**config.mk**
```make
export PLATFORM = sky130hd
export DESIGN_NAME = binomial_coefficient_unit
export DESIGN_NICKNAME = d
export VERILOG_FILES = /design/src/bcu_pkg.sv /design/src/bcu_serial_core.sv /design/src/binomial_coefficient_unit.sv
export SDC_FILE = /design/constraint.sdc
export NUM_CORES = 1
export LEC_CHECK = 0
export BUFFER_PORTS_ARGS = -buffer_cell sky130_fd_sc_hd__buf_4
export CAP_MARGIN = 30
export CORE_MARGIN = 1
export CORE_UTILIZATION = 41
export CTS_CLUSTER_DIAMETER = 120
export DETAILED_ROUTE_END_ITERATION = 10
export GPL_ROUTABILITY_DRIVEN = 0
export PLACE_DENSITY_LB_ADDON = 0.08
export SLEW_MARGIN = 5
export SYNTH_ARGS = -nofsm -noshare
export SYNTH_HDL_FRONTEND = slang
export SYNTH_SLANG_ARGS = --single-unit
```
**constraint.sdc**
```tcl
create_clock -name clk -period 6.2 [get_ports clk]
set_input_delay 0.93 -clock clk [delete_from_list [all_inputs] [get_ports clk]]
set_output_delay 0.93 -clock clk [all_outputs]
set_load 0.02 [all_outputs]
```
**src/bcu_pkg.sv**
```systemverilog
// ---------------------------------------------------------------------------
// Binomial coefficient unit package
// Types, constants and control codes shared by the unit's modules.
// ---------------------------------------------------------------------------
package bcu_pkg;

  // Largest top argument accepted in stars-and-bars mode.
  localparam int N_MAX = 63;

  // Accumulator width: holds any coefficient times the next multiplier.
  localparam int ACC_W      = 66;
  localparam int DIGIT_W    = 2;
  localparam int NUM_DIGITS = ACC_W / DIGIT_W;
  localparam int CNT_W      = $clog2(NUM_DIGITS);

  // Request kinds.
  localparam logic KIND_CHOOSE = 1'b0;
  localparam logic KIND_STARS  = 1'b1;

  // Serial core operations.
  localparam logic [1:0] OP_HOLD     = 2'd0;
  localparam logic [1:0] OP_LOAD_ONE = 2'd1;
  localparam logic [1:0] OP_MUL      = 2'd2;
  localparam logic [1:0] OP_DIV      = 2'd3;

  typedef struct packed {
    logic       kind;
    logic [5:0] count_n;
    logic [5:0] count_r;
  } in_t;

  typedef struct packed {
    logic signed [60:0] value;
    logic               range_error;
  } out_t;

  // Control from the sequencer to the serial core.
  typedef struct packed {
    logic [1:0] op;
    logic [5:0] operand;
    logic       first;
  } core_ctl_t;

endpackage

```
**src/bcu_serial_core.sv**
```systemverilog
// ---------------------------------------------------------------------------
// Binomial coefficient serial core
// Rotating accumulator that multiplies by a small factor least significant
// digit first, or divides by a small divisor most significant digit first,
// two bits per cycle.
// ---------------------------------------------------------------------------
module bcu_serial_core (
  input  logic                          clk,
  input  bcu_pkg::core_ctl_t            ctl,
  output logic [bcu_pkg::ACC_W-1:0]     acc
);
  import bcu_pkg::*;

  logic [ACC_W-1:0]   acc_r, acc_nxt;
  logic [5:0]         res_r, res_nxt;
  logic [5:0]         res_in;
  logic [DIGIT_W-1:0] lo_digit, hi_digit;
  logic [7:0]         prod;
  logic [7:0]         part;
  logic [7:0]         d1, d2, d3;
  logic [7:0]         qd;
  logic [7:0]         rem;
  logic [DIGIT_W-1:0] q;

  assign acc = acc_r;

  // Digit arithmetic: carry for the multiply, remainder for the divide.
  always_comb begin
    res_in   = ctl.first ? 6'd0 : res_r;
    lo_digit = acc_r[DIGIT_W-1:0];
    hi_digit = acc_r[ACC_W-1 -: DIGIT_W];
    prod     = 8'(lo_digit) * 8'(ctl.operand) + 8'(res_in);
    part     = {1'b0, res_in[4:0], hi_digit};
    d1       = 8'(ctl.operand);
    d2       = d1 << 1;
    d3       = d1 + d2;
    if (part >= d3) begin
      q  = 2'd3;
      qd = d3;
    end else if (part >= d2) begin
      q  = 2'd2;
      qd = d2;
    end else if (part >= d1) begin
      q  = 2'd1;
      qd = d1;
    end else begin
      q  = 2'd0;
      qd = 8'd0;
    end
    rem = part - qd;
  end

  // Next accumulator and residue for the requested operation.
  always_comb begin
    acc_nxt = acc_r;
    res_nxt = res_r;
    case (ctl.op)
      OP_HOLD: begin
        acc_nxt = acc_r;
        res_nxt = res_r;
      end
      OP_LOAD_ONE: begin
        acc_nxt = ACC_W'(1);
        res_nxt = 6'd0;
      end
      OP_MUL: begin
        acc_nxt = {prod[DIGIT_W-1:0], acc_r[ACC_W-1:DIGIT_W]};
        res_nxt = prod[7:2];
      end
      OP_DIV: begin
        acc_nxt = {acc_r[ACC_W-DIGIT_W-1:0], q};
        res_nxt = rem[5:0];
      end
      default: begin
        acc_nxt = acc_r;
        res_nxt = res_r;
      end
    endcase
  end

  // Datapath registers.
  always_ff @(posedge clk) begin
    acc_r <= acc_nxt;
    res_r <= res_nxt;
  end

endmodule

```
**src/binomial_coefficient_unit.sv**
```systemverilog
// ---------------------------------------------------------------------------
// Binomial coefficient unit
// Computes C(n, r) exactly, or the low word of stars-and-bars C(n+k-1, k-1).
// ---------------------------------------------------------------------------
// Usage: a request transfers on the input channel when in_valid is high and
// in_stall is low. in_data carries the kind and the two counts. One result
// per request leaves on the output channel when out_valid is high and
// out_stall is low.
// Steps: the unit runs s steps, where s is min(r, n - r) of the coefficient
// actually evaluated (at most 31). Each of the s steps runs one multiply and
// one exact divide through a 66-bit accumulator at two bits per cycle.
// Throughput: one request at a time; the next request is taken as soon as the
// previous result is in the output register, even while that result waits.
// Special cases (r > n, zero bins, range error) skip the multiply and divide.
// Reset: rst_n low for one clock empties the block; out_valid falls low.
// A stalled result holds its value until it transfers; a finished request
// waits inside the block while the output register is still occupied.
// ---------------------------------------------------------------------------
module binomial_coefficient_unit (
  input  logic          clk,
  input  logic          rst_n,
  input  logic          in_valid,
  output logic          in_stall,
  input  bcu_pkg::in_t  in_data,
  output logic          out_valid,
  input  logic          out_stall,
  output bcu_pkg::out_t out_data
);
  import bcu_pkg::*;

  localparam logic [2:0] S_IDLE = 3'd0;
  localparam logic [2:0] S_STEP = 3'd1;
  localparam logic [2:0] S_MUL  = 3'd2;
  localparam logic [2:0] S_DIV  = 3'd3;
  localparam logic [2:0] S_DONE = 3'd4;

  logic [2:0]       state_r, state_nxt;
  logic [CNT_W-1:0] cnt_r, cnt_nxt;
  logic             out_valid_r, out_valid_nxt;
  out_t             out_data_r;

  logic             kind_r, err_r, zero_r;
  logic [5:0]       mul_r, div_r, steps_r;

  logic             in_xfer, out_load, last_digit;
  logic [6:0]       top_sum;
  logic [5:0]       req_n, req_r, req_diff, req_steps;
  logic             req_zero, req_err;
  logic signed [60:0] value_nxt;

  core_ctl_t        ctl;
  logic [ACC_W-1:0] acc;

  bcu_serial_core u_core (
    .clk (clk),
    .ctl (ctl),
    .acc (acc)
  );

  assign in_stall   = (state_r != S_IDLE);
  assign in_xfer    = in_valid && !in_stall;
  assign out_load   = (state_r == S_DONE) && (!out_valid_r || !out_stall);
  assign last_digit = (cnt_r == CNT_W'(NUM_DIGITS - 1));
  assign out_valid  = out_valid_r;
  assign out_data   = out_data_r;

  // Request decode: special cases and the symmetric step count.
  always_comb begin
    top_sum  = 7'(in_data.count_n) + 7'(in_data.count_r) - 7'd1;
    req_n    = in_data.count_n;
    req_r    = in_data.count_r;
    req_zero = 1'b0;
    req_err  = 1'b0;
    if (in_data.kind == KIND_CHOOSE) begin
      req_zero = (in_data.count_r > in_data.count_n);
    end else if (in_data.count_r == 6'd0) begin
      req_zero = 1'b1;
    end else if (top_sum > 7'(N_MAX)) begin
      req_zero = 1'b1;
      req_err  = 1'b1;
    end else begin
      req_n = top_sum[5:0];
      req_r = in_data.count_r - 6'd1;
    end
    req_diff  = req_n - req_r;
    req_steps = (req_r > req_diff) ? req_diff : req_r;
  end

  // Sequencer: one multiply pass then one divide pass per step.
  always_comb begin
    state_nxt   = state_r;
    cnt_nxt     = cnt_r;
    ctl.op      = OP_HOLD;
    ctl.operand = mul_r;
    ctl.first   = (cnt_r == '0);
    case (state_r)
      S_IDLE: begin
        if (in_xfer) begin
          ctl.op    = OP_LOAD_ONE;
          state_nxt = S_STEP;
        end
      end
      S_STEP: begin
        cnt_nxt = '0;
        if (zero_r || (div_r > steps_r)) begin
          state_nxt = S_DONE;
        end else begin
          state_nxt = S_MUL;
        end
      end
      S_MUL: begin
        ctl.op  = OP_MUL;
        cnt_nxt = cnt_r + CNT_W'(1);
        if (last_digit) begin
          cnt_nxt   = '0;
          state_nxt = S_DIV;
        end
      end
      S_DIV: begin
        ctl.op      = OP_DIV;
        ctl.operand = div_r;
        cnt_nxt     = cnt_r + CNT_W'(1);
        if (last_digit) begin
          cnt_nxt   = '0;
          state_nxt = S_STEP;
        end
      end
      S_DONE: begin
        if (out_load) begin
          state_nxt = S_IDLE;
        end
      end
      default: begin
        state_nxt = S_IDLE;
      end
    endcase
  end

  // Output register occupancy.
  always_comb begin
    out_valid_nxt = out_valid_r;
    if (out_load) begin
      out_valid_nxt = 1'b1;
    end else if (out_valid_r && !out_stall) begin
      out_valid_nxt = 1'b0;
    end
  end

  // Final value: stars-and-bars mode keeps the low word, sign-extended.
  always_comb begin
    if (zero_r) begin
      value_nxt = '0;
    end else if (kind_r == KIND_STARS) begin
      value_nxt = {{29{acc[31]}}, acc[31:0]};
    end else begin
      value_nxt = acc[60:0];
    end
  end

  // Control registers.
  always_ff @(posedge clk) begin
    if (!rst_n) begin
      state_r     <= S_IDLE;
      cnt_r       <= '0;
      out_valid_r <= 1'b0;
    end else begin
      state_r     <= state_nxt;
      cnt_r       <= cnt_nxt;
      out_valid_r <= out_valid_nxt;
    end
  end

  // Request and result payload registers.
  always_ff @(posedge clk) begin
    if (in_xfer) begin
      kind_r  <= in_data.kind;
      err_r   <= req_err;
      zero_r  <= req_zero;
      mul_r   <= req_n;
      div_r   <= 6'd1;
      steps_r <= req_steps;
    end else if ((state_r == S_DIV) && last_digit) begin
      mul_r <= mul_r - 6'd1;
      div_r <= div_r + 6'd1;
    end
    if (out_load) begin
      out_data_r.value       <= value_nxt;
      out_data_r.range_error <= err_r;
    end
  end

endmodule

```
== Yosys cells after proc, flatten, opt, wreduce, memory -nomap -nowiden ==
Cells that the tools add are included.
Operators by class
  $add $sub $neg: 10
  multiply operators: 1
  magnitude comparators: 7
  equality and inequality tests: 12
  mux-type cells: 35
  bitwise logic cells: 1
  reductions and logical operators: 20
Operators by type and width (count)
  66-bit case mux with 3 select lines: 1
  6-bit 2-to-1 mux: 15
  61-bit 2-to-1 mux: 1
  6-bit > comparator: 3
  6-bit case mux with 3 select lines: 1
  3-bit 2-to-1 mux: 5
  3-bit case mux with 5 select lines: 1
  6-bit by 1-bit adder with 6-bit output (second input constant): 2
  6-bit logical NOT: 2
  6-bit case mux with 2 select lines: 1
  6-bit by 1-bit subtractor with 6-bit output (second input constant): 2
  6-bit subtractor: 2
  6-bit by 7-bit adder with 8-bit output: 1
  8-bit by 6-bit adder with 8-bit output: 1
  7-bit by 8-bit greater-or-equal comparator with 1-bit output: 1
  2-bit by 6-bit multiplier with 8-bit output: 1
  2-bit != test (second input constant): 4
  6-bit by 6-bit adder with 7-bit output: 1
  7-bit by 6-bit greater-or-equal comparator with 1-bit output: 1
  7-bit greater-or-equal comparator: 1
  7-bit by 6-bit > comparator with 1-bit output (second input constant): 1
  1-bit 2-to-1 mux: 7
  7-bit by 1-bit subtractor with 7-bit output (second input constant): 1
  3-bit by 2-bit equality test with 1-bit output (second input constant): 2
  17 further kinds: 28
Word-level totals
  register bits: 165
  bits of input ports: 17
  output and inout port bits: 64

== Logic depth before layout (Yosys ltp) ==
Gate-level depths: netlist (run 1).
  depth in word-level cells: 9
  gate-level depth with buffers: 29
  mapped depth without buffers: 27

== Cells and area by module ==
From an unflattened synthesis (run 1), not the netlist that was laid out.
Unflattened totals
  cell total of the unflattened synthesis: 909
  area, all modules: 9945.8 µm²
By module, submodules not included
  binomial_coefficient_unit: times used 1, cells each 490, area an instance 5327.6 µm², sequential area each 2632.5 µm²
  bcu_serial_core: times used 1, cells each 419, area an instance 4618.2 µm², sequential area each 2162.1 µm²

== Least setup slack after synthesis (run 1) ==
OpenSTA, ideal clock, no wires.
  path type: reg2reg
  start point: register state_r[1]
  end point: register u_core.res_r[5], data pin
  setup time: 0.273 ns
  arrival time: 5.119 ns
  required time: 5.927 ns
  path slack: 0.808 ns
  stages on the path, launching flop included: 30
  clock period less this slack: 5.392 ns
  path through: dfxtp_1 > clkbuf_1 > nor2b_1 > nand2_1 > buf_1 > mux2i_1 > inv_1 > ha_1 > a21o_1 > a21oi_1 > inv_1 > a21oi_1 > nor2_1 > nor2_1 > xnor2_1 > ha_1 > nor2_1 > a211oi_1 > nand2_1 > mux2_2 > inv_1 > ha_1 > nor2b_1 > o21ai_0 > nand2b_1 > a21o_1 > a21oi_1 > xnor2_1 > xnor2_1 > o22ai_1
On the way
  word-level cells in the longest chain between the ends: 8
RTL lines
  from (decl): line binomial_coefficient_unit.sv:37  | logic [2:0] state_r, state_nxt;
  from (signal assigned): line binomial_coefficient_unit.sv:167  | state_r <= state_nxt;
  parallel branches: the longest is 7 deep, another holds 2-bit by 6-bit multiplier with 8-bit output
  6-bit case mux with 3 select lines (*): line bcu_serial_core.sv:57  | case (ctl.op)
  named net u_core.res_nxt[5]: line bcu_serial_core.sv:15  | logic [5:0] res_r, res_nxt;
  to (signal assigned): line bcu_serial_core.sv:84  | res_r <= res_nxt;
  to (decl): line bcu_serial_core.sv:15
Mark *: on every way through the listed nets, which the timed path passes.
A chain may end at the register's enable or synchronous reset.

== Worst setup path in the final report (run 1) ==
  start point: input port in_data[3] (netlist bit)
  end point: register steps_r[5], data pin
On the way
  word-level cells in the longest chain between the ends: 9
RTL lines
  from (decl): line binomial_coefficient_unit.sv:24  | input bcu_pkg::in_t in_data,
  6-bit by 6-bit adder with 7-bit output: line binomial_coefficient_unit.sv:69  | top_sum = 7'(in_data.count_n) + 7'(in_data.count_r) - 7'd1;
  7-bit by 1-bit subtractor with 7-bit output: line binomial_coefficient_unit.sv:69
  7-bit by 6-bit > comparator with 1-bit output: line binomial_coefficient_unit.sv:78  | end else if (top_sum > 7'(N_MAX)) begin
  6-bit 2-to-1 mux: line binomial_coefficient_unit.sv:78
  6-bit 2-to-1 mux: line binomial_coefficient_unit.sv:76  | end else if (in_data.count_r == 6'd0) begin
  6-bit 2-to-1 mux: line binomial_coefficient_unit.sv:74  | if (in_data.kind == KIND_CHOOSE) begin
  6-bit subtractor: line binomial_coefficient_unit.sv:85  | req_diff = req_n - req_r;
  6-bit > comparator: line binomial_coefficient_unit.sv:86  | req_steps = (req_r > req_diff) ? req_diff : req_r;
  6-bit 2-to-1 mux (*): line binomial_coefficient_unit.sv:86
  named net req_steps[5]: line binomial_coefficient_unit.sv:47  | logic [5:0] req_n, req_r, req_diff, req_steps;
  to (signal assigned): line binomial_coefficient_unit.sv:181  | steps_r <= req_steps;
  to (decl): line binomial_coefficient_unit.sv:43  | logic [5:0] mul_r, div_r, steps_r;
Mark *: on every way through the listed nets, which the timed path passes. The rest lies on a longest branch.

==> results.cfg, run 1 <==
[outcome]
status = completed

[finish]
layout_common_cells = 149 x edfxtp_1, 89 x buf_4, 79 x inv_1, 76 x ha_1, 62 x a22o_1
utilization = 0.4937
diodes = 0
final_common_cell = edfxtp_1
fillers = 1968
areaGrowthSynthToFinish_pct = 16.66
fin_area_sq_um = 10910
layout.nets = 1009
drive_gt1_frac = 0.1481

[logic_synthesis]
syn-cell-area_sq_um = 9350
seq_area_frac_synth = 0.5128
synth_warnings = 0
ys_seq_elements = 165
synth.distinct_cells = 49
synth_area_leaders = edfxtp_1 48%, ha_1 10%, a22o_1 5.8%
yosys.area.top_type = edfxtp_1
async_flop_share = 0
synth_edf_count = 149
yosysTopAreaCellShare = 0.4785
synth_nets = 933
syn_avg_cell_area_sq_um = 11.27
synth_cells = 830
ys.flop_type = edfxtp_1

[worst_setup_path]
required_ns = 6.38
cp_slowest_cell = mux2i_1
worst-path-buf-inv = 4
worst_setup_path_end_kind = register
path_class = primary input to register
worstPathMaxFanout = 8
rr_endpoint = u_core.res_r[5]
critPathMaxStageDelay_ns = 0.43
cp_common_cell = ha_1
r2r_setup_slack_ns = 0.61
cp.arrival_ns = 5.79
crit_family = adder cells
worstSetupStartpointType = primary input
r2r_cells = 24
r2r-start = state_r[1]

[drt]
viasPerCell = 5.383
firstDrtPassIters = 5
drtIter0Drc = 339
postRouteAntennaNets = 0
routed_wl_microns = 20050
route.vias.total = 6449
avgRoutedWirePerCell_microns = 16.73
drc = 0

[floorplanning]
die_area_sq_um = 23410
core_area_sq_um = 22090
die_w_microns = 153.0
start_util = 0.4232
io_pins = 81
row_count = 54
die_h_microns = 153.0

[power_and_ir_drop]
p_leak_uw = 0.004561
p_clk_frac = 0.320
power_uw = 3333
ir_drop_mv = 0.1654
swShare = 0.3066
comb_power_share = 0.249
internal_power_uw = 2311
power_density_nw_per_um2 = 305.5
p_switching_uw = 1022
pwr-share-seq = 0.431

[timing]
tns_ns = 0
worst_pin_slew_ns = 0.8005
finalHoldViolCount = 0
fmax_mhz = 178.3
setup_viol = 0
slew_headroom = 0.4663
layout_setup_ws_ns = 0.5912
post-route-period-util = 0.9046
finClkSkew_ns = 0.009783
final-max-slew-violation-count = 0
rsz0062_at_grt = false
timing.final.crit_period_ns = 5.609

[global_route]
grt_pass1_wl_microns = 32600
overflow = 0
grt_pass1_vias = 6298
track_usage = 0.1763
antenna_found_initial = 1
grt_max_degree = 73

[clock_network]
clk_latency_ns = 0.43
clockBufferDepth = 2
clock_sinks = 165
cts_resized = 0
cts.htree.levels = 4
post_cts_buffers = 0
clkTransAtPathRegs_ns = 0.06
cts_buffers = 17
holdBufCountCts = 0
cts_tree = built
cts_root_buf = clkbuf_16

[worst_hold_path]
hold_start = err_r
min_to = out_data[0]
min_path_type = register to register
whs_path_depth = 0

[placed_design]
post_dp_cell_area_sq_um = 10260
dp_hpwl_microns = 14140
numPortBuffers = 80
pre_cts_slack_ns = 0.2080

[flow_run]
max-cap-violations = 0
==> synth_stat cells (8+ instances only) <==
cell and number:
edfxtp_1 149, inv_1 79, ha_1 76, a22o_1 62, nand2_1 59, a21oi_1 57
nor2b_1 40, nand2b_1 38, o21ai_0 31, clkbuf_1 30, nor2_1 30, xnor2_1 18
mux2i_1 17, a21o_1 16, dfxtp_1 16, xor2_1 13, fa_1 10, and2_1 9
nand3_1 8
==> how the worst max path moves through the flow <==
stage,startpoint,end,slack [ns],depth (start not counted)
2_1_floorplan,state_r[1],u_core.res_r[5],0.81,29
3_3_place_gp,in_data[3],steps_r[5],0.36,26
3_5_place_dp,in_data[3],steps_r[5],0.21,26
4_1_cts,state_r[1],u_core.res_r[5],0.49,24
5_1_grt,state_r[1],u_core.res_r[5],0.11,24
6_report,in_data[3],steps_r[5],0.59,26
==> registers in the layout, indices dropped and copies added, names as in the netlist <==
name / count
steps_r: 6
out_data: 62
kind_r: 1
err_r: 1
mul_r: 6
div_r: 6
out_valid: 1
u_core.res_r: 6
zero_r: 1
u_core.acc: 66
state_r: 3
cnt_r: 6
==> per-layer routing <==
layer	GRT usage	routed length (microns)	vias up
met2	0.2995	9836	136
met5	0	12	-
met4	0.05291	250	2
met1	0.2261	9210	3146
met3	0.03686	735	18
li1	-	-	3147
==> cell families (layout without fill, tap and decap cells) <==
logic type,Yosys count,count (layout),share of synthesized area
buffers and inverters,114,202,0.04590
AOI/OAI and AO/OA,204,204,0.1504
DFF,165,165,0.5128
and+or+nand+nor,212,212,0.1194
muxes,18,18,0.01940
xor gates and xnor gates,31,31,0.02904
adders and majority gates,86,86,0.1231
==> per-stage QoR <==
step | hold slack, ns | std cells
after floorplan | 0.4003 | 830
after global placement | 0.4057 | 1164
after detailed placement | 0.4273 | 1164
after CTS | 0.4428 | 1195
after global routing | 0.4452 | 1198
final | 0.4339 | 1198
==> power groups by stage <==
stage / Clock, uW / Combinational, uW / Sequential, uW
after CTS: 1090 / 823 / 1440
after global placement: 0 / 796 / 1460
final: 1070 / 829 / 1440
after floorplan: 0 / 607 / 1440
after global routing: 1130 / 926 / 1450
after detailed placement: 0 / 818 / 1460
==> cell type report <==
class / count / area [sq um] / share of cell area
Sequential cell: 165 / 4795 / 0.4395
Multi-Input combinational cell: 551 / 4150 / 0.3805
Timing Repair Buffer: 92 / 728.2 / 0.06676
Clock buffer: 17 / 425.4 / 0.03900
Tap cell: 280 / 350.3 / 0.03212
Inverter: 79 / 296.5 / 0.02719
Clock inverter: 14 / 162.7 / 0.01491
Power figures use the tool's default switching activity.
==> run 2, diff against run 1 <==
Settings changed: PLACE_DENSITY from default to 0.6, PLACE_DENSITY_LB_ADDON 0.08 to default, REMOVE_ABC_BUFFERS from default to 1.
==> run 2 against run 1 <==
  * Cell count grew 0.17%
  * Die area is the same
  * Critical endpoint is now u_core.res_r[5]
  * Count of clock-buffer cells in the layout grew 1
  * Global-route usage shrank 0.78 points
  * Sequential cell count is the same
  * Highest routed layer is now met4
==> results.cfg, run 2 (synthesis results as in run 1) <==
[outcome]
status = completed

[drt]
avgRoutedWirePerCell_microns = 15.95
drtIter0Drc = 370
viasPerCell = 5.234
route.vias.total = 6281
drc = 0
postRouteAntennaNets = 0
routed_wl_microns = 19140
firstDrtPassIters = 5

[timing]
worst_pin_slew_ns = 0.8627
finClkSkew_ns = 0.007129
setup_viol = 0
final-max-slew-violation-count = 0
fmax_mhz = 173.8
finalHoldViolCount = 0
tns_ns = 0
timing.final.crit_period_ns = 5.754
slew_headroom = 0.4188
post-route-period-util = 0.9280
rsz0062_at_grt = false

[flow_run]
max-cap-violations = 0

[power_and_ir_drop]
ir_drop_mv = 0.1876
power_density_nw_per_um2 = 301.6
p_leak_uw = 0.004550

[clock_network]
holdBufCountCts = 0
post_cts_buffers = 0
clkTransAtPathRegs_ns = 0.06
cts_buffers = 17
cts_root_buf = clkbuf_16
cts_tree = built
cts.htree.levels = 4
clk_latency_ns = 0.42
clock_sinks = 165
cts_resized = 0
clockBufferDepth = 2

[worst_setup_path]
required_ns = 6.35
cp.arrival_ns = 5.91
worst_setup_path_end_kind = register
worstPathMaxFanout = 10
path_class = register to register
worstSetupStartpointType = register

[placed_design]
dp_hpwl_microns = 13190
numPortBuffers = 80

[finish]
multiInputGateArea_sq_um = 4148
layout.nets = 1010
fillers = 1986
drive_gt1_frac = 0.1467
layout_common_cells = 149 x edfxtp_1, 91 x buf_4, 79 x inv_1, 76 x ha_1, 62 x a22o_1
diodes = 0
utilization = 0.4937
largest_reg_flops = 66
final_common_cell = edfxtp_1
regArea_sq_um = 4795
areaGrowthSynthToFinish_pct = 16.66

[global_route]
antenna_found_initial = 0
track_usage = 0.1686
grt_pass1_vias = 6062
grt_max_degree = 73
overflow = 0
grt_pass1_wl_microns = 31420

[floorplanning]
io_pins = 81
core_area_sq_um = 22090
die_w_microns = 153.0
row_count = 54
die_h_microns = 153.0
die_area_sq_um = 23410
start_util = 0.4232

[worst_hold_path]
min_path_type = register to register
[run 2: cell types whose count changed in the layout (fill, tap and decap cells not counted)]
cell and delta:
clkinvlp_4 +3, buf_4 +2, nor2b_2 -1, buf_2 -1, clkinv_1 +1, nor2b_1 +1, inv_6 -3, inv_8 -1
clkbuf_1 +1
[run 2: critical path, stage by stage (launching register included)]
cell and delay (ns):
dfxtp_1 0.46, nor2b_1 0.37, and2_2 0.30, nor2_1 0.06
a21o_1 0.27, ha_1 0.29, fa_1 0.41, a21o_1 0.18
a21o_1 0.19, xor2_1 0.16, ha_1 0.30, nand3_1 0.07
o21ai_0 0.39, nand2_1 0.31, mux2_2 0.37, inv_1 0.06
ha_1 0.21, nor2b_1 0.12, o21ai_0 0.14, nand2b_1 0.11
a21o_1 0.18, a21oi_1 0.16, xnor2_1 0.15, xnor2_1 0.13
o22ai_1 0.09
[run 2: final cells by class]
cell class | count | area share
repair buffers | 93 | 0.06768
well taps | 280 | 0.03212
flip-flops and latches | 165 | 0.4395
clock inverters | 14 | 0.01388
inverters | 79 | 0.02719
clock buffers | 18 | 0.03934
multi-input cells | 551 | 0.3802
[run 2: final timing paths]
kind / startpoint / slack (ns) / to / cells after the start
worst min register to register: err_r / 0.43 / out_data[0] / 0
worst min-delay path: err_r / 0.43 / out_data[0] / 0
worst max-delay path: state_r[1] / 0.45 / u_core.res_r[5] / 24
worst max register to register: state_r[1] / 0.45 / u_core.res_r[5] / 24
[run 2: report_power, final]
part	total, uW	switching, uW	leakage [uW]	internal, uW
Clock	1040	443	0.000271	597
Sequential	1430	71.3	0.00157	1360
Combinational	821	471	0.00271	350
Total	3290	985	0.00455	2300
[run 2: metrics by stage]
step / cells / hold WS [ns] / worst slack (ns) / instance area, sq um / power, uW
finish: 1200 / 0.4269 / 0.4463 / 10910 / 3290
global route: 1200 / 0.4336 / 0.002064 / 10910 / 3480
detailed placement: 1166 / 0.4116 / 0.5198 / 10270 / 2272
global placement: 1166 / 0.4039 / 0.5404 / 10270 / 2257
CTS: 1198 / 0.4294 / 0.5123 / 10850 / 3316
floorplan: 795 / 0.4003 / -0.2622 / 9218 / 2043
[run 2: layer usage]
layer | GRT usage | vias up | wire, microns
met1 | 0.2365 | 2977 | 9529
met3 | 0.03289 | 12 | 652
met4 | 0.03704 | 0 | 150
met2 | 0.2700 | 147 | 8811
li1 | - | 3145 | -
met5 | 0 | - | 0
==> run 3, diff against run 2 <==
==> constraint.sdc (replaced) <==
create_clock -name clk -period 6.2 [get_ports clk]
set_input_delay 0.62 -clock clk [delete_from_list [all_inputs] [get_ports clk]]
set_output_delay 0.62 -clock clk [all_outputs]
set_load 0.02 [all_outputs]
==> run 3 against run 2 <==
  * Register-to-register slack gained 0.15 ns
  * Setup slack improved by 0.15 ns
  * Global-route usage increased by 0.13 points
  * Core utilization fell by 0.29 points
  * Sequential share of layout area grew 0.26 points
  * Highest routed layer unchanged
  * Wire length decreased by 0.28%
  * Via count fell by 0.13%
  * Cell count decreased by 0.33%
  * Sequential cell count did not move
  * Count of clock-buffer cells in the layout did not move
  * Largest power group unchanged
==> results.cfg, run 3 (synthesis results as in run 1) <==
[finish]
final_common_cell = edfxtp_1
areaGrowthSynthToFinish_pct = 15.96
largest_reg_flops = 66
fin_area_sq_um = 10840
layout_common_cells = 149 x edfxtp_1, 87 x buf_4, 79 x inv_1, 76 x ha_1, 62 x a22o_1
drive_gt1_frac = 0.1441
fillers = 1966
layout.nets = 1006
final_cells = 1196
diodes = 0

[clock_network]
cts_root_buf = clkbuf_16
cts_buffers = 17
cts_tree = built
clk_latency_ns = 0.43
clkTransAtPathRegs_ns = 0.06
cts.htree.levels = 4
clock_sinks = 165
clockBufferDepth = 2
holdBufCountCts = 0

[floorplanning]
core_area_sq_um = 22090
die_h_microns = 153.0
start_util = 0.4232
row_count = 54
die_w_microns = 153.0
die_area_sq_um = 23410
io_pins = 81

[drt]
drc = 0
avgRoutedWirePerCell_microns = 15.96
viasPerCell = 5.245
postRouteAntennaNets = 0
drtIter0Drc = 336
firstDrtPassIters = 5
routed_wl_microns = 19090
route.vias.total = 6273

[timing]
layout_setup_ws_ns = 0.5932
worst_pin_slew_ns = 0.9310
setup_viol = 0
slew_headroom = 0.3728
final-max-slew-violation-count = 0
post-route-period-util = 0.9043
finalHoldViolCount = 0
hold_slack_ns = 0.4227
rsz0062_at_grt = false
finClkSkew_ns = 0.007586
fmax_mhz = 178.4
timing.final.crit_period_ns = 5.607

[power_and_ir_drop]
power_density_nw_per_um2 = 298.5
ir_drop_mv = 0.2165
p_leak_uw = 0.004521
power_uw = 3237

[worst_setup_path]
worstSetupStartpoint = state_r[1]
required_ns = 6.37
cp.arrival_ns = 5.77
path_cells = nor2b_1 -> buf_4 -> and2_2 -> o21ai_0 -> ha_1 -> fa_1 -> a21o_1 -> a21o_1 -> xor2_1 -> ha_1 -> a211oi_1 -> o21ai_1 -> nand2_1 -> mux2_2 -> inv_1 -> ha_1 -> nor2b_1 -> o21ai_0 -> nand2b_1 -> a21o_1 -> a21oi_1 -> xnor2_1 -> xnor2_1 -> o22ai_1
worstSetupStartpointType = register
r2r_setup_slack_ns = 0.59
worstPathMaxFanout = 13
rr_endpoint = u_core.res_r[5]
cp_slowest_cell = dfxtp_1
critPathMaxStageDelay_ns = 0.45
crit_family = compound AO/OA/AOI/OAI gates
worst-path-buf-inv = 2
critPathCapture = u_core.res_r[5]
cp.depth = 24
worst_setup_path_end_kind = register
path_class = register to register
r2r-start = state_r[1]
r2r_cells = 24

[global_route]
busiest_layer = met2
track_usage = 0.1699
grtUsageMet1 = 0.2373
antenna_found_initial = 0
grt_pass1_wl_microns = 31500
grtUsageMet2 = 0.2698
use_met3 = 0.02835
grt_max_degree = 65
grt_pass1_vias = 6061
overflow = 0

[placed_design]
pre_cts_slack_ns = 0.4860
dpl.cell_count = 1163
post_dp_cell_area_sq_um = 10260
numPortBuffers = 80
dp_hpwl_microns = 13290

[outcome]
status = completed

[worst_hold_path]
hold_start = err_r
min_path_type = register to register

[flow_run]
max-cap-violations = 0
-- run 3: per-layer routing --
metal / share of wire / wire, microns
met1: 0.50 / 9469
met2: 0.46 / 8759
met3: 0.031 / 585
met4: 0.014 / 276
met5: 0 / 0
-- run 3: worst register-to-register path, stage by stage (launching register included) --
cell and delay, ns:
dfxtp_1 0.45, nor2b_1 0.17, buf_4 0.14, and2_2 0.30, o21ai_0 0.33, ha_1 0.34
fa_1 0.40, a21o_1 0.17, a21o_1 0.20, xor2_1 0.16, ha_1 0.30, a211oi_1 0.20
o21ai_1 0.17, nand2_1 0.24, mux2_2 0.40, inv_1 0.06, ha_1 0.21, nor2b_1 0.13
o21ai_0 0.14, nand2b_1 0.11, a21o_1 0.19, a21oi_1 0.17, xnor2_1 0.15, xnor2_1 0.13
o22ai_1 0.09
-- run 3: cell type report --
| cell class | instances | area [sq um] | area share |
|---|---|---|---|
| Sequential cell | 165 | 4795 | 0.4422 |
| Multi-Input combinational cell | 551 | 4153 | 0.3830 |
| Timing Repair Buffer | 89 | 688.2 | 0.06347 |
| Clock buffer | 18 | 429.2 | 0.03958 |
| Tap cell | 280 | 350.3 | 0.03231 |
| Inverter | 79 | 296.5 | 0.02735 |
| Clock inverter | 14 | 131.4 | 0.01212 |
-- run 3: stage by stage --
stage | util | setup TNS [ns]
final | 0.4908 | 0
after global routing | 0.4908 | 0
after CTS | 0.4899 | 0
after detailed placement | 0.4645 | 0
after global placement | 0.4636 | 0
after floorplan | - | -0.2622
-- run 3: worst min path at each step --
stage	slack, ns	end	cells past startpoint
floorplan	0.40	out_data[0]	0
finish	0.42	out_data[0]	0
detailed placement	0.40	out_data[0]	0
CTS	0.42	kind_r	1
global route	0.43	kind_r	1
global placement	0.40	out_data[0]	0
-- run 3: report_power, final --
| group | leakage (uW) | internal (uW) | switching [uW] |
|---|---|---|---|
| logic | 0.00269 | 339 | 464 |
| clock network | 0.000270 | 556 | 443 |
| registers | 0.00157 | 1360 | 75.8 |
| total | 0.00452 | 2250 | 983 |
-- run 3: timing repair --
| item | CTS | global route |
|---|---|---|
| hold endpoints to repair | 0 | 0 |
| resized for setup | 0 | 2 |
| setup endpoints to repair | 0 | 1 |
| buffers inserted | 0 | 0 |
